[src/design/rarp_pkg.sv]
// Shared types and constants of the RAR MAC PDU parser.
`timescale 1ns / 1ps

package rarp_pkg;

  localparam int BYTE_W     = 8;
  localparam int OWN_PRE_W  = 6;
  localparam int SI_CNT_W   = 7;
  localparam int CFG_ADDR_W = 1;
  localparam int CFG_DATA_W = 8;
  localparam int RAR_LEN    = 7;
  localparam int BUF_DEPTH  = RAR_LEN - 1;
  localparam int POS_W      = 3;
  localparam int SKIP_W     = 3;

  localparam logic [SI_CNT_W-1:0] SI_CNT_RESET = 7'd16;
  localparam logic [SKIP_W-1:0]   RAR_SKIP     = 3'd7;
  localparam logic [POS_W-1:0]    POS_LAST     = 3'(RAR_LEN - 1);

  // Configuration register indexes.
  localparam logic [CFG_ADDR_W-1:0] CFG_OWN_PREAMBLE = 1'd0;
  localparam logic [CFG_ADDR_W-1:0] CFG_SI_COUNT     = 1'd1;

  typedef enum logic [1:0] {
    ST_RAR_FOUND = 2'd0,
    ST_SI_ACK    = 2'd1,
    ST_NO_MATCH  = 2'd2,
    ST_TRUNCATED = 2'd3
  } rarp_status_t;

  typedef struct packed {
    logic [OWN_PRE_W-1:0] own_preamble;
    logic [SI_CNT_W-1:0]  si_preamble_count;
  } rarp_cfg_t;

  typedef struct packed {
    rarp_status_t status;
    logic         backoff_seen;
    logic [3:0]   backoff_ind;
    logic [11:0]  timing_advance;
    logic         hop_flag;
    logic [13:0]  freq_alloc;
    logic [3:0]   time_alloc;
    logic [3:0]   mcs;
    logic [2:0]   tpc;
    logic         csi_req;
    logic [15:0]  temp_rnti;
  } rarp_result_t;

endpackage

[src/design/rarp_if.sv]
// Valid/ready channel interfaces: octet input, result output, register write.
`timescale 1ns / 1ps

interface rarp_in_if import rarp_pkg::*; ();
  logic              valid;
  logic              ready;
  logic [BYTE_W-1:0] rx_byte;
  logic              pdu_last;

  modport source (output valid, output rx_byte, output pdu_last, input ready);
  modport sink   (input valid, input rx_byte, input pdu_last, output ready);
endinterface

interface rarp_out_if import rarp_pkg::*; ();
  logic        valid;
  logic        ready;
  logic [1:0]  status;
  logic        backoff_seen;
  logic [3:0]  backoff_ind;
  logic [11:0] timing_advance;
  logic        hop_flag;
  logic [13:0] freq_alloc;
  logic [3:0]  time_alloc;
  logic [3:0]  mcs;
  logic [2:0]  tpc;
  logic        csi_req;
  logic [15:0] temp_rnti;

  modport source (output valid, output status, output backoff_seen, output backoff_ind,
                  output timing_advance, output hop_flag, output freq_alloc,
                  output time_alloc, output mcs, output tpc, output csi_req,
                  output temp_rnti, input ready);
  modport sink   (input valid, input status, input backoff_seen, input backoff_ind,
                  input timing_advance, input hop_flag, input freq_alloc,
                  input time_alloc, input mcs, input tpc, input csi_req,
                  input temp_rnti, output ready);
endinterface

interface rarp_cfg_if import rarp_pkg::*; ();
  logic                  valid;
  logic                  ready;
  logic [CFG_ADDR_W-1:0] addr;
  logic [CFG_DATA_W-1:0] data;

  modport source (output valid, output addr, output data, input ready);
  modport sink   (input valid, input addr, input data, output ready);
endinterface

[src/design/nr_rar_pdu_parser.sv]
// Top level of the NR random access response MAC PDU parser.
`timescale 1ns / 1ps

// Usage:
//   in_if   : one octet of a RAR MAC PDU per word, pdu_last set on the final
//             octet. Octets of a PDU arrive in order.
//   out_if  : at most one result word per PDU (rar_found, si_ack, no_match or
//             truncated) with the backoff indicator and, for rar_found, the
//             unpacked UL grant, timing advance and temporary C-RNTI.
//   cfg_if  : register writes, addr 0 own_preamble, addr 1 si_preamble_count.
//             Always ready; write only while no PDU is in flight.
// Throughput: one octet per cycle unless stalled. The parse state updates in
//   the accepting cycle and a result lands in the output register at that same
//   edge, so out_if.valid rises in the cycle after the completing octet.
// Stall: in_if.ready drops only while the output register holds a word that
//   the receiver does not take this cycle; with out_if.ready high the block
//   streams an octet every cycle.
// Reset: synchronous, active low. Clears the parse state, empties the output
//   register and restores own_preamble to 0 and si_preamble_count to 16.
//   The RAR capture buffer has no reset; it is always written before use.

module nr_rar_pdu_parser import rarp_pkg::*; (
  input logic       clk,
  input logic       rst_n,
  rarp_in_if.sink   in_if,
  rarp_out_if.source out_if,
  rarp_cfg_if.sink  cfg_if
);

  rarp_cfg_t    cfg_r;
  logic         in_acc;
  logic         core_valid;
  rarp_result_t core_res;
  logic         out_valid_r, out_valid_nxt;
  rarp_result_t out_res_r;

  // Configuration registers; drop writes to unknown addresses.
  assign cfg_if.ready = 1'b1;

  always_ff @(posedge clk) begin
    if (!rst_n) begin
      cfg_r.own_preamble      <= '0;
      cfg_r.si_preamble_count <= SI_CNT_RESET;
    end else if (cfg_if.valid) begin
      case (cfg_if.addr)
        CFG_OWN_PREAMBLE: cfg_r.own_preamble      <= cfg_if.data[OWN_PRE_W-1:0];
        CFG_SI_COUNT:     cfg_r.si_preamble_count <= cfg_if.data[SI_CNT_W-1:0];
        default: begin
        end
      endcase
    end
  end

  // Take an octet whenever the output register is free or being drained.
  assign in_if.ready = !out_valid_r || out_if.ready;
  assign in_acc      = in_if.valid && in_if.ready;

  rarp_core u_core (
    .clk      (clk),
    .rst_n    (rst_n),
    .cfg      (cfg_r),
    .en       (in_acc),
    .rx_byte  (in_if.rx_byte),
    .pdu_last (in_if.pdu_last),
    .res_valid(core_valid),
    .res      (core_res)
  );

  // Output register: load a fresh result, clear when taken, hold otherwise.
  always_comb begin
    out_valid_nxt = out_valid_r;
    if (out_if.ready) begin
      out_valid_nxt = 1'b0;
    end
    if (in_acc && core_valid) begin
      out_valid_nxt = 1'b1;
    end
  end

  always_ff @(posedge clk) begin
    if (!rst_n) begin
      out_valid_r <= 1'b0;
    end else begin
      out_valid_r <= out_valid_nxt;
    end
  end

  always_ff @(posedge clk) begin
    if (in_acc && core_valid) begin
      out_res_r <= core_res;
    end
  end

  assign out_if.valid          = out_valid_r;
  assign out_if.status         = out_res_r.status;
  assign out_if.backoff_seen   = out_res_r.backoff_seen;
  assign out_if.backoff_ind    = out_res_r.backoff_ind;
  assign out_if.timing_advance = out_res_r.timing_advance;
  assign out_if.hop_flag       = out_res_r.hop_flag;
  assign out_if.freq_alloc     = out_res_r.freq_alloc;
  assign out_if.time_alloc     = out_res_r.time_alloc;
  assign out_if.mcs            = out_res_r.mcs;
  assign out_if.tpc            = out_res_r.tpc;
  assign out_if.csi_req        = out_res_r.csi_req;
  assign out_if.temp_rnti      = out_res_r.temp_rnti;

endmodule

[src/design/rarp_core.sv]
// Per-octet parse state machine: subheader decode, skip, RAR capture and unpack.
`timescale 1ns / 1ps

module rarp_core import rarp_pkg::*; (
  input  logic              clk,
  input  logic              rst_n,
  input  rarp_cfg_t         cfg,
  input  logic              en,
  input  logic [BYTE_W-1:0] rx_byte,
  input  logic              pdu_last,
  output logic              res_valid,
  output rarp_result_t      res
);

  typedef enum logic [3:0] {
    PH_EXPECT  = 4'b0001,
    PH_SKIP    = 4'b0010,
    PH_CAPTURE = 4'b0100,
    PH_DONE    = 4'b1000
  } phase_t;

  phase_t            phase_r, phase_nxt;
  logic [SKIP_W-1:0] skip_r, skip_nxt;
  logic [POS_W-1:0]  pos_r, pos_nxt;
  logic              first_r, first_nxt;
  logic [3:0]        bi_r, bi_nxt;
  logic              bi_seen_r, bi_seen_nxt;
  logic [BYTE_W-1:0] cap_buf_r [BUF_DEPTH];

  logic [OWN_PRE_W-1:0] rapid;
  logic                 rapid_le_si;
  logic                 with_rar;

  assign rapid       = rx_byte[OWN_PRE_W-1:0];
  assign rapid_le_si = {1'b0, rapid} <= cfg.si_preamble_count;

  always_comb begin
    phase_nxt   = phase_r;
    skip_nxt    = skip_r;
    pos_nxt     = pos_r;
    first_nxt   = 1'b0;
    bi_nxt      = bi_r;
    bi_seen_nxt = bi_seen_r;
    res_valid   = 1'b0;
    with_rar    = 1'b0;
    res         = '0;

    unique case (phase_r)
      PH_EXPECT: begin
        if (!rx_byte[6]) begin
          // Backoff subheader counts only as the opening octet.
          if (first_r) begin
            bi_nxt      = rx_byte[3:0];
            bi_seen_nxt = 1'b1;
          end
        end else if (rapid == cfg.own_preamble) begin
          if (rapid_le_si) begin
            res_valid  = 1'b1;
            res.status = ST_SI_ACK;
            phase_nxt  = PH_DONE;
          end else begin
            phase_nxt = PH_CAPTURE;
            pos_nxt   = '0;
          end
        end else if (!rapid_le_si) begin
          skip_nxt  = RAR_SKIP;
          phase_nxt = PH_SKIP;
        end
      end
      PH_SKIP: begin
        skip_nxt = skip_r - 1'b1;
        if (skip_r == SKIP_W'(1)) begin
          phase_nxt = PH_EXPECT;
        end
      end
      PH_CAPTURE: begin
        pos_nxt = pos_r + 1'b1;
        if (pos_r == POS_LAST) begin
          res_valid  = 1'b1;
          with_rar   = 1'b1;
          res.status = ST_RAR_FOUND;
          phase_nxt  = PH_DONE;
        end
      end
      PH_DONE: begin
      end
      default: begin
        phase_nxt = PH_EXPECT;
      end
    endcase

    // Close the PDU: report no match or truncation if nothing was given yet.
    if (pdu_last && phase_nxt != PH_DONE) begin
      res_valid  = 1'b1;
      res.status = (phase_nxt == PH_CAPTURE) ? ST_TRUNCATED : ST_NO_MATCH;
    end

    res.backoff_seen = bi_seen_nxt;
    res.backoff_ind  = bi_nxt;

    // Unpack the MAC RAR; the seventh octet is the one on the input now.
    if (with_rar) begin
      res.timing_advance = {cap_buf_r[0][6:0], cap_buf_r[1][7:3]};
      res.hop_flag       = cap_buf_r[1][2];
      res.freq_alloc     = {cap_buf_r[1][1:0], cap_buf_r[2], cap_buf_r[3][7:4]};
      res.time_alloc     = cap_buf_r[3][3:0];
      res.mcs            = cap_buf_r[4][7:4];
      res.tpc            = cap_buf_r[4][3:1];
      res.csi_req        = cap_buf_r[4][0];
      res.temp_rnti      = {cap_buf_r[5], rx_byte};
    end

    if (pdu_last) begin
      phase_nxt   = PH_EXPECT;
      skip_nxt    = '0;
      pos_nxt     = '0;
      first_nxt   = 1'b1;
      bi_nxt      = '0;
      bi_seen_nxt = 1'b0;
    end
  end

  always_ff @(posedge clk) begin
    if (!rst_n) begin
      phase_r   <= PH_EXPECT;
      skip_r    <= '0;
      pos_r     <= '0;
      first_r   <= 1'b1;
      bi_r      <= '0;
      bi_seen_r <= 1'b0;
    end else if (en) begin
      phase_r   <= phase_nxt;
      skip_r    <= skip_nxt;
      pos_r     <= pos_nxt;
      first_r   <= first_nxt;
      bi_r      <= bi_nxt;
      bi_seen_r <= bi_seen_nxt;
    end
  end

  always_ff @(posedge clk) begin
    if (en && phase_r == PH_CAPTURE && pos_r != POS_LAST) begin
      cap_buf_r[pos_r] <= rx_byte;
    end
  end

endmodule

[src/flat_wrapper.sv]
// flat-port wrapper written by rule: the top's interface ports become plain ports
module nr_rar_pdu_parser_flat import rarp_pkg::*;
  (clk, rst_n, in_if_valid, in_if_rx_byte, in_if_pdu_last, in_if_ready, out_if_valid, out_if_status, out_if_backoff_seen, out_if_backoff_ind, out_if_timing_advance, out_if_hop_flag, out_if_freq_alloc, out_if_time_alloc, out_if_mcs, out_if_tpc, out_if_csi_req, out_if_temp_rnti, out_if_ready, cfg_if_valid, cfg_if_addr, cfg_if_data, cfg_if_ready);
  rarp_in_if in_if_i ();
  rarp_out_if out_if_i ();
  rarp_cfg_if cfg_if_i ();
  input logic clk;
  input logic rst_n;
  input wire logic [$bits(in_if_i.valid)-1:0] in_if_valid;
  input wire logic [$bits(in_if_i.rx_byte)-1:0] in_if_rx_byte;
  input wire logic [$bits(in_if_i.pdu_last)-1:0] in_if_pdu_last;
  output wire logic [$bits(in_if_i.ready)-1:0] in_if_ready;
  output wire logic [$bits(out_if_i.valid)-1:0] out_if_valid;
  output wire logic [$bits(out_if_i.status)-1:0] out_if_status;
  output wire logic [$bits(out_if_i.backoff_seen)-1:0] out_if_backoff_seen;
  output wire logic [$bits(out_if_i.backoff_ind)-1:0] out_if_backoff_ind;
  output wire logic [$bits(out_if_i.timing_advance)-1:0] out_if_timing_advance;
  output wire logic [$bits(out_if_i.hop_flag)-1:0] out_if_hop_flag;
  output wire logic [$bits(out_if_i.freq_alloc)-1:0] out_if_freq_alloc;
  output wire logic [$bits(out_if_i.time_alloc)-1:0] out_if_time_alloc;
  output wire logic [$bits(out_if_i.mcs)-1:0] out_if_mcs;
  output wire logic [$bits(out_if_i.tpc)-1:0] out_if_tpc;
  output wire logic [$bits(out_if_i.csi_req)-1:0] out_if_csi_req;
  output wire logic [$bits(out_if_i.temp_rnti)-1:0] out_if_temp_rnti;
  input wire logic [$bits(out_if_i.ready)-1:0] out_if_ready;
  input wire logic [$bits(cfg_if_i.valid)-1:0] cfg_if_valid;
  input wire logic [$bits(cfg_if_i.addr)-1:0] cfg_if_addr;
  input wire logic [$bits(cfg_if_i.data)-1:0] cfg_if_data;
  output wire logic [$bits(cfg_if_i.ready)-1:0] cfg_if_ready;
  assign in_if_i.valid = in_if_valid;
  assign in_if_i.rx_byte = in_if_rx_byte;
  assign in_if_i.pdu_last = in_if_pdu_last;
  assign in_if_ready = in_if_i.ready;
  assign out_if_valid = out_if_i.valid;
  assign out_if_status = out_if_i.status;
  assign out_if_backoff_seen = out_if_i.backoff_seen;
  assign out_if_backoff_ind = out_if_i.backoff_ind;
  assign out_if_timing_advance = out_if_i.timing_advance;
  assign out_if_hop_flag = out_if_i.hop_flag;
  assign out_if_freq_alloc = out_if_i.freq_alloc;
  assign out_if_time_alloc = out_if_i.time_alloc;
  assign out_if_mcs = out_if_i.mcs;
  assign out_if_tpc = out_if_i.tpc;
  assign out_if_csi_req = out_if_i.csi_req;
  assign out_if_temp_rnti = out_if_i.temp_rnti;
  assign out_if_i.ready = out_if_ready;
  assign cfg_if_i.valid = cfg_if_valid;
  assign cfg_if_i.addr = cfg_if_addr;
  assign cfg_if_i.data = cfg_if_data;
  assign cfg_if_ready = cfg_if_i.ready;
  nr_rar_pdu_parser u_core (.clk(clk), .rst_n(rst_n), .in_if(in_if_i), .out_if(out_if_i), .cfg_if(cfg_if_i));
endmodule
[config.mk]
export PLATFORM = sky130hd
export DESIGN_NAME = nr_rar_pdu_parser_flat
export DESIGN_NICKNAME = d
export VERILOG_FILES = /design/src/design/rarp_pkg.sv /design/src/design/rarp_if.sv /design/src/design/nr_rar_pdu_parser.sv /design/src/design/rarp_core.sv /design/src/flat_wrapper.sv
export SDC_FILE = /design/constraint.sdc
export NUM_CORES = 1
export LEC_CHECK = 0
export ABC_CLOCK_PERIOD_IN_PS = 5500
export BUFFER_PORTS_ARGS = -buffer_cell sky130_fd_sc_hd__buf_4
export CAP_MARGIN = 0
export CORE_ASPECT_RATIO = 1.4
export CORE_MARGIN = 3
export CORE_UTILIZATION = 51
export CTS_CLUSTER_DIAMETER = 80
export DETAILED_ROUTE_END_ITERATION = 10
export HOLD_SLACK_MARGIN = 0.03
export MAX_ROUTING_LAYER = met4
export PLACE_DENSITY = 0.76
export SLEW_MARGIN = 20
export SYNTH_ARGS = -nofsm -noshare
export SYNTH_HDL_FRONTEND = slang
export SYNTH_HIERARCHICAL = 1
export SYNTH_SLANG_ARGS = --single-unit
[constraint.sdc]
create_clock -name clk -period 5.5 [get_ports clk]
set_input_delay 0 -clock clk [delete_from_list [all_inputs] [get_ports clk]]
set_output_delay 0 -clock clk [all_outputs]
set_load 0.05 [all_outputs]
-- Word-level counts from Yosys, hierarchy flattened
Memories as Yosys holds them, arrays and structs flattened. A register that Yosys moved wholly into a read port is not among the register bits.
Index checks and enable logic that the tools add are counted.
- bits in registers: 53
- bits in writable memories: 48
- output and inout port bits: 65
- input port bits: 23
- memories kept: 1
- multiplexer cells: 44
- equal/unequal tests: 14
- reduce and logical (&&, ||, !) cells: 20
- $lt $le $gt $ge: 1
- $add $sub $neg: 2
- bitwise operators: 1
- memories (name ; depth ; width ; rd ports ; clocked after memory_dff ; wr ports ; RTL line ; text):
    u_core.u_core.cap_buf_r ; 6 ; 8 ; 6 ; 6 ; 1 ; rarp_core.sv:28 ; logic [BYTE_W-1:0] cap_buf_r [BUF_DEPTH];
- operators with widths (operator ; number):
    $mux W4 ; 11
    $mux W3 ; 8
    $mux W1 ; 20
    $pmux W4 S4 ; 1
    $ne A3 B3 Y1 const B ; 5
    $pmux W3 S2 ; 2
    $reduce_and A5 Y1 ; 2
    $eq A4 B3 Y1 const B ; 2
    $le A6 B7 Y1 ; 1
    $logic_not A1 Y1 ; 7
    $eq A6 B6 Y1 ; 1
    $reduce_bool A3 Y1 ; 2
    $logic_and A1 B1 Y1 ; 5
    $eq A4 B1 Y1 const B ; 1
    $eq A4 B2 Y1 const B ; 1
    $eq A4 B4 Y1 const B ; 1
    $ne A4 B4 Y1 const B ; 1
    $reduce_and A2 Y1 ; 2
    $add A3 B1 Y3 const B ; 1
    $eq A3 B1 Y1 const B ; 1
    $eq A3 B3 Y1 const B ; 1
    $sub A3 B1 Y3 const B ; 1
    $mux W2 ; 1
    $pmux W1 S2 ; 1
    3 further kinds ; 3

-- Depth between registers and ports, before layout
Gate-level depths: netlist of the first run.
- depth after elaboration: 10
- depth in mapped cells: 10
- gate-level depth less buffers: 10

-- Cells and area by module
Netlist of the first run, hierarchy kept.
- modules (own cells, without submodules) (module ; instances ; area an instance (um^2) ; cells an instance):
    rarp_core ; 1 ; 3153.0 ; 285
    nr_rar_pdu_parser ; 1 ; 2427.3 ; 123

-- Worst setup path after synthesis of the first run
OpenSTA, ideal clock, no wires.
- kind: reg-to-reg
- start point: register u_core/cfg_r[4] in the netlist's numbering
- end point: register u_core.out_res_r (netlist bit u_core/out_if.backoff_ind[0]), enable pin
- path slack: 350 ps
- period minus slack after synthesis: 5150 ps
- buffers on the path: 0
- cell stages (with the launch flop): 11
- arrival time: 4661 ps
- data required time: 5011 ps
- cells stage by stage: dfxtp_1 -> inv_1 -> ha_1 -> a211oi_1 -> nor3_1 -> nor3_1 -> nor2_1 -> o21a_1 -> nand2_1 -> nand2_1 -> nor2b_1
- word-level cells in the longest chain between the ends: 9
- elaborated cells between the ends (all ways): 14
- classes of those cells: 1 x order compare; 1 x eq/ne; 10 x mux; 2 x reduce/logical
- ends and longest elaborated chain (item ; RTL line ; text):
    start, declared ; nr_rar_pdu_parser.sv:30 ; rarp_cfg_t cfg_r;
    $le A6 B7 Y1 * ; rarp_core.sv:35 ; assign rapid_le_si = {1'b0, rapid} <= cfg.si_preamble_count;
    $mux W4 (on tied branches) ; rarp_core.sv:65, rarp_core.sv:57 ;
    $mux W4 ; rarp_core.sv:56 ; end else if (rapid == cfg.own_preamble) begin
    $mux W4 ; rarp_core.sv:50 ; if (!rx_byte[6]) begin
    $pmux W4 S4 ; rarp_core.sv:48 ; unique case (phase_r)
    $ne A4 B4 Y1 ; rarp_core.sv:93 ; if (pdu_last && phase_nxt != PH_DONE) begin
    $logic_and A1 B1 Y1 ; rarp_core.sv:93 ;
    $mux W1 * ; rarp_core.sv:93 ;
    via u_core.core_valid ; nr_rar_pdu_parser.sv:32 ; logic core_valid;
    $logic_and A1 B1 Y1 * ; nr_rar_pdu_parser.sv:89 ; if (in_acc && core_valid) begin
    end signal, assigned ; nr_rar_pdu_parser.sv:90 ; out_res_r <= core_res;
    end, declared ; nr_rar_pdu_parser.sv:35 ; rarp_result_t out_res_r;
The timed path passes the listed nets; every way through them passes the cells marked *.
A chain may end at the register's enable or synchronous reset.

-- Worst setup path in the final report of the first run
- start point: register u_core/cfg_r[4] in the netlist's numbering
- end point: register, netlist name u_core/out_if.timing_advance[9]
- word-level cells in the longest chain between the ends: 9
- elaborated cells between the ends (all ways): 14
- classes of those cells: 1 x order compare; 1 x eq/ne; 10 x mux; 2 x reduce/logical
- ends and longest elaborated chain (item ; RTL line):
    $le A6 B7 Y1 * ; rarp_core.sv:35
    $mux W4 (on tied branches) ; rarp_core.sv:65, rarp_core.sv:57
    $mux W4 ; rarp_core.sv:56
    $mux W4 ; rarp_core.sv:50
    $pmux W4 S4 ; rarp_core.sv:48
    $ne A4 B4 Y1 ; rarp_core.sv:93
    $logic_and A1 B1 Y1 ; rarp_core.sv:93
    $mux W1 * ; rarp_core.sv:93
    via u_core.core_valid ; nr_rar_pdu_parser.sv:32
    $logic_and A1 B1 Y1 * ; nr_rar_pdu_parser.sv:89
Marked as above.

==> results by group, run 1 <==
Synth
  • Post-synthesis mux area share: 2.94%
  • Post-synthesis adder-cell area fraction: 2.24%
  • Avg Inst Size Synth: 13.7 µm²
  • Post-synth EDFFs: 109
  • Main synth FF type: edfxtp_1
  • Post-synthesis sequential area ratio: 69.4%
  • Gate Count Post-Synth: 408
  • Synth warnings: 6
  • Combinational family with the most area after synthesis: simple AND/OR/NAND/NOR gates
  • Register bit count reported by yosys: 139
  • Post-synthesis compound-gate area fraction: 5.87%
  • Syn_nets: 441
  • Netlist cell types: 53
  • Asr flop ratio synth: 0%
  • Post-Synth XOR/XNOR Area: 1.10%
  • Mapped cell area: 0.00558 mm²
  • Synth Area in Simple Gates: 15.9%

Worst hold path
  • Hold Crit Class: in2reg
  • Worst hold start: out_if_ready

Global route
  • Initial antenna violation count: 0
  • All-Layer GR Usage: 18.4%
  • Largest net degree at the start of global routing: 56
  • Total global routing overflow: 0
  • Vias in the first global route: 3344
  • First-pass GRT wire length: 16200 µm

Final layout
  • Total Nets Final: 557
  • Fraction of layout cells with a size suffix above 1: 23.8%
  • Final core area utilization: 68.6%
  • Most common cell after layout, fill and taps aside: edfxtp_1
  • Diode count: 0
  • Area Growth Syn to Fin: 29.3%
  • Most frequent cells in the layout: 109 x edfxtp_1, 91 x buf_4, 56 x and2_1, 34 x nand2_1, 30 x dfxtp_1
  • Fillcell total: 745

Worst setup path
  • CP startpoint: u_core/cfg_r[4]
  • Crit path required time: 5.55 ns
  • Arrival time worst endpoint: 3.78 ns
  • CP max FO: 39
  • Crit. End Element: flop
  • Startpoint types: flop
  • Critical path type: reg2reg
  • R2r startpoint: u_core/cfg_r[4]

Power and ir drop
  • Power per cell area: 350 mW/mm²
  • Leak pwr: 2.81 nW
  • Worst VDD drop: 0.224 mV

Drt
  • Initial DRC Count: 163
  • DRC Markers: 0
  • Vias: 3464
  • Antenna Nets Post-Route: 0
  • Final WL: 10300 µm
  • Vias per inst: 5.13
  • WL per Instance: 15.3 µm
  • DR pass1 iterations: 5

Clock tree
  • CTS clock-pin slew for the worst setup and hold paths: 0.05 ns
  • Root buf cell: clkbuf_16
  • CTS H-tree lvls: 4
  • CTS tree: done
  • CTS Sinks: 139
  • Number of buffers created by CTS: 17
  • Clk buf depth: 2
  • # Post-CTS Setup Buffers: 0
  • Latest clock arrival within the worst-skew pair: 0.41 ns

Status
  • Status: finished clean

STA
  • Setup TNS: 0 ns
  • Slew HR: 35.1%
  • RSZ-0062 raised after global routing: no
  • Endpoints failing setup: 0
  • Tmin final: 3.72 ns
  • F_max: 269 MHz
  • Worst setup margin: 1.78 ns
  • Final clock skew: 0.00610 ns
  • Slew @ Worst Pin: 0.974 ns
  • Max Slew Vio Count: 0
  • Final period utilization: 67.7%
  • Final hold viol count: 0

Die
  • Area of the die: 0.0123 mm²
  • Chip height: 130 µm
  • Row count: 44
  • Die W: 94.4 µm
  • Boundary pin count: 88
  • Initial Util: 53.1%
  • Core ar.: 0.0105 mm²

Place
  • Placement Setup Slack: 1.79 ns
  • PortBufs: 85
  • Gp weighted congestion: 0.847
  • Final HPWL DP: 6650 µm

Run
  • Max-cap violation count: 0
## where the power goes
| part | leakage (nW) | total [mW] | switching [mW] | internal, mW |
|---|---|---|---|---|
| clock | 0.290 | 1.14 | 0.394 | 0.750 |
| combinational | 1.25 | 0.210 | 0.138 | 0.0717 |
| sequential | 1.26 | 1.17 | 0.0113 | 1.16 |
| total | 2.81 | 2.52 | 0.544 | 1.98 |
## registers in the layout, indices dropped and copies added, names as in the netlist
name / cells
u_core/out_if.mcs: 4
u_core/u_core/cap_buf_r: 47
u_core/out_if.backoff_seen: 1
u_core/u_core/bi_seen_r: 1
u_core/out_if.status: 2
u_core/out_if.timing_advance: 12
u_core/u_core/bi_r: 4
u_core/u_core/phase_r: 4
u_core/u_core/skip_r: 3
u_core/out_if.tpc: 3
u_core/out_if.valid: 1
u_core/u_core/pos_r: 3
u_core/out_if.backoff_ind: 4
u_core/cfg_r: 13
u_core/out_if.time_alloc: 4
u_core/out_if.temp_rnti: 16
u_core/out_if.csi_req: 1
u_core/u_core/first_r: 1
u_core/out_if.freq_alloc: 14
u_core/out_if.hop_flag: 1
## worst max-delay path: stages (launching register included)
cell      delay [ns]
dfxtp_1         0.33
inv_1           0.05
ha_1            0.30
a211oi_1        0.21
nor3_1          0.10
nor3_1          0.69
nor2_1          0.11
o21a_1          0.22
nand2_1         0.08
nand2_1         0.10
nor2b_4         0.62
buf_4           0.53
## final timing paths
kind                                     endpoint  slack (ns)  cells after the start
setup / recovery  u_core/out_if.timing_advance[9]        1.78                     11
hold / removal            u_core/out_if.status[1]        0.34                      3
setup reg to reg  u_core/out_if.timing_advance[9]        1.78                     11
hold reg to reg                   u_core/cfg_r[1]        0.46                      2
## routing by layer
layer	vias up	track usage, %	routed length [µm]
met3	21	4.61	552
met4	0	9.61	277
li1	1707	-	-
met2	93	31.6	5550
met1	1643	19.6	3970
met5	-	-	0
## logic make-up (layout without fill, tap and decap cells)
kind of cell,count (synthesis),count (layout)
AOI/OAI and AO/OA,45,45
xor gates and xnor gates,7,7
adders and majority gates,10,10
buffers and inverters,32,161
DFF,139,139
muxes,16,16
other,1,1
and+or+nand+nor,158,158
## layout make-up
class	instances	area [µm²]	area share (%)
flip-flops and latches	139	3870	53.7
multi-input cells	237	1580	21.9
clock inverters	14	178	2.46
clock buffers	18	429	5.95
repair buffers	116	933	12.9
well taps	138	173	2.39
inverters	13	48.8	0.676
## what timing repair did
action                    in CTS  in global routing
gates resized for setup        0                  0
hold buffers                  25                  0
hold endpoints to repair      73                  0
## stage by stage
step           total power, mW  std cells  area (µm²)  hold WS (ns)
3_3_place_gp              1.38        618        6360         0.249
3_5_place_dp              1.39        618        6360         0.247
6_report                  2.52        675        7210         0.337
2_1_floorplan             1.32        408        5580        0.0989
4_1_cts                   2.54        675        7210         0.319
5_1_grt                   2.60        675        7210         0.370
## synth_stat cells, types with 4 or more instances
library cell / n / area, µm²
clkbuf_1: 14 / 52.6
dfxtp_1: 30 / 601
nand3b_1: 4 / 30.0
nand2_1: 34 / 128
nand3_1: 5 / 25.0
nand4_1: 5 / 31.3
nor4_1: 5 / 31.3
nand2b_1: 10 / 62.6
a31oi_1: 6 / 37.5
nor2_1: 17 / 63.8
xnor2_1: 4 / 35.0
o21ai_0: 6 / 30.0
mux2i_1: 13 / 130
and2_1: 56 / 350
a21oi_1: 10 / 50.1
inv_1: 12 / 45.0
ha_1: 10 / 125
nor3_1: 5 / 25.0
nor2b_1: 7 / 43.8
edfxtp_1: 109 / 3270
No activity file was read; power rests on OpenSTA's default activity.
==> run 2, diff against run 1 <==
- ABC_CLOCK_PERIOD_IN_PS: 5500 -> 3400
- clock period: 5.5 -> 3.4 ns (I/O delays scaled with it)
==> run 2 against run 1 <==
Design area grew 1.8%. Combinational power grew 68%. Sequential cell count is the same. Die area is the same.
==> results by group, run 2 (synthesis results as in run 1) <==
Power and ir drop
  • Power per cell area: 580 mW/mm²
  • Leak pwr: 2.86 nW
  • Worst VDD drop: 0.394 mV

STA
  • Slew @ Worst Pin: 0.736 ns
  • F_max: 325 MHz
  • Final hold viol count: 0
  • Max Slew Vio Count: 0
  • Endpoints failing setup: 0
  • Setup TNS: 0 ns
  • Final period utilization: 90.5%
  • Slew HR: 50.7%
  • Tmin final: 3.08 ns
  • RSZ-0062 raised after global routing: no
  • Final clock skew: 0.0103 ns

Die
  • Chip height: 130 µm
  • Area of the die: 0.0123 mm²
  • Boundary pin count: 88
  • Initial Util: 53.1%
  • Die W: 94.4 µm
  • Core ar.: 0.0105 mm²
  • Row count: 44

Worst setup path
  • Reg-to-reg slack, setup: 0.32 ns
  • Worst r2r dst: u_core/out_if.timing_advance[2]
  • R2R cell count: 11
  • R2r startpoint: u_core/cfg_r[4]
  • Crit. End Element: flop
  • Startpoint types: flop
  • Crit path required time: 3.49 ns
  • Crit path to: u_core/out_if.timing_advance[2]
  • CP max FO: 43
  • Critical path type: reg2reg
  • Arrival time worst endpoint: 3.17 ns
  • CP startpoint: u_core/cfg_r[4]

Drt
  • DR pass1 iterations: 4
  • Vias per inst: 5.22
  • Initial DRC Count: 195
  • WL per Instance: 15.9 µm
  • Vias: 3557
  • Antenna Nets Post-Route: 0
  • Final WL: 10800 µm
  • DRC Markers: 0

Place
  • Final HPWL DP: 6830 µm
  • PortBufs: 85
  • DP Cell Count: 622
  • Gp weighted congestion: 0.861

Clock tree
  • Number of buffers created by CTS: 17
  • Clk buf depth: 2
  • CTS clock-pin slew for the worst setup and hold paths: 0.06 ns
  • CTS Sinks: 139
  • Quantity of gates resized following cts: 0
  • CTS H-tree lvls: 4
  • # Post-CTS Setup Buffers: 0
  • Root buf cell: clkbuf_16
  • CTS tree: done
  • Latest clock arrival within the worst-skew pair: 0.41 ns
  • Hold Buf Count CTS: 28

Worst hold path
  • Hold Crit Class: in2reg

Final layout
  • Finished Layout Cells: 682
  • Multi-input logic area: 0.00159 mm²
  • Fraction of layout cells with a size suffix above 1: 24.4%
  • Top reg by flops: u_core/u_core/cap_buf_r
  • Fillcell total: 716
  • Most frequent cells in the layout: 109 x edfxtp_1, 94 x buf_4, 56 x and2_1, 34 x nand2_1, 30 x dfxtp_1
  • Diode count: 0
  • Max FFs per register: 47
  • Storage cell area: 0.00387 mm²
  • Most common cell after layout, fill and taps aside: edfxtp_1
  • Area Growth Syn to Fin: 31.5%
  • Total Nets Final: 564

Global route
  • Total global routing overflow: 0
  • All-Layer GR Usage: 19.1%
  • GR peak layer: met2
  • Met1 usage: 21.6%
  • Vias in the first global route: 3483
  • Met2 GRT Util: 31.5%
  • Initial antenna violation count: 0
  • First-pass GRT wire length: 17000 µm
  • Largest net degree at the start of global routing: 56
  • Global routing usage on met3: 5.25%

Run
  • Max-cap violation count: 0

Status
  • Status: finished clean
run 2: per-stage QoR:
step / area, µm² / util, % / power [mW] / setup slack [ns] / hold WS [ns]
finish: 7340 / 69.8 / 4.26 / 0.325 / 0.414
global route: 7340 / 69.8 / 4.39 / 0.0282 / 0.429
CTS: 7340 / 69.8 / 4.28 / 0.336 / 0.388
detailed placement: 6410 / 60.9 / 2.25 / 0.437 / 0.241
global placement: 6410 / 60.9 / 2.24 / 0.547 / 0.242
floorplan: 5590 / - / 2.14 / 0.108 / 0.0989
run 2: layout make-up:
type                            instances  area share, %
Sequential cell                       139           52.8
Multi-Input combinational cell        237           21.6
Timing Repair Buffer                  123           13.7
Clock buffer                           19           5.90
Clock inverter                         13           3.02
Tap cell                              138           2.35
Inverter                               13          0.665
run 2: how the worst min path moves through the flow:
| stage | endpoint | cells past startpoint | start |
|---|---|---|---|
| 2_1_floorplan | u_core/u_core/cap_buf_r[0][0] | 0 | in_if_rx_byte[0] |
| 3_3_place_gp | u_core/u_core/cap_buf_r[4][7] | 1 | in_if_rx_byte[7] |
| 3_5_place_dp | u_core/u_core/cap_buf_r[5][7] | 1 | in_if_rx_byte[7] |
| 4_1_cts | u_core/u_core/cap_buf_r[4][7] | 2 | in_if_rx_byte[7] |
| 5_1_grt | u_core/u_core/cap_buf_r[4][7] | 2 | in_if_rx_byte[7] |
| 6_report | u_core/u_core/cap_buf_r[4][7] | 2 | in_if_rx_byte[7] |
run 2: power breakdown:
group          internal [mW]  switching, mW
logic                  0.124          0.228
registers               1.87         0.0181
clock network           1.37          0.650
run 2: critical path: stages, from the launching register on:
cell and delay (ns):
dfxtp_1 0.32, inv_1 0.05, ha_1 0.31, a211oi_1 0.25, nor3_1 0.11, mux2i_1 0.54, nor2_1 0.14, o21a_1 0.23
nand2_1 0.06, nand2_1 0.09, nor2b_4 0.36, buf_12 0.29
run 2: routing by layer:
layer / up-vias / wire length, µm
li1: 1712 / -
met1: 1704 / 4200
met2: 118 / 5760
met3: 23 / 584
met4: 0 / 269
met5: - / 0
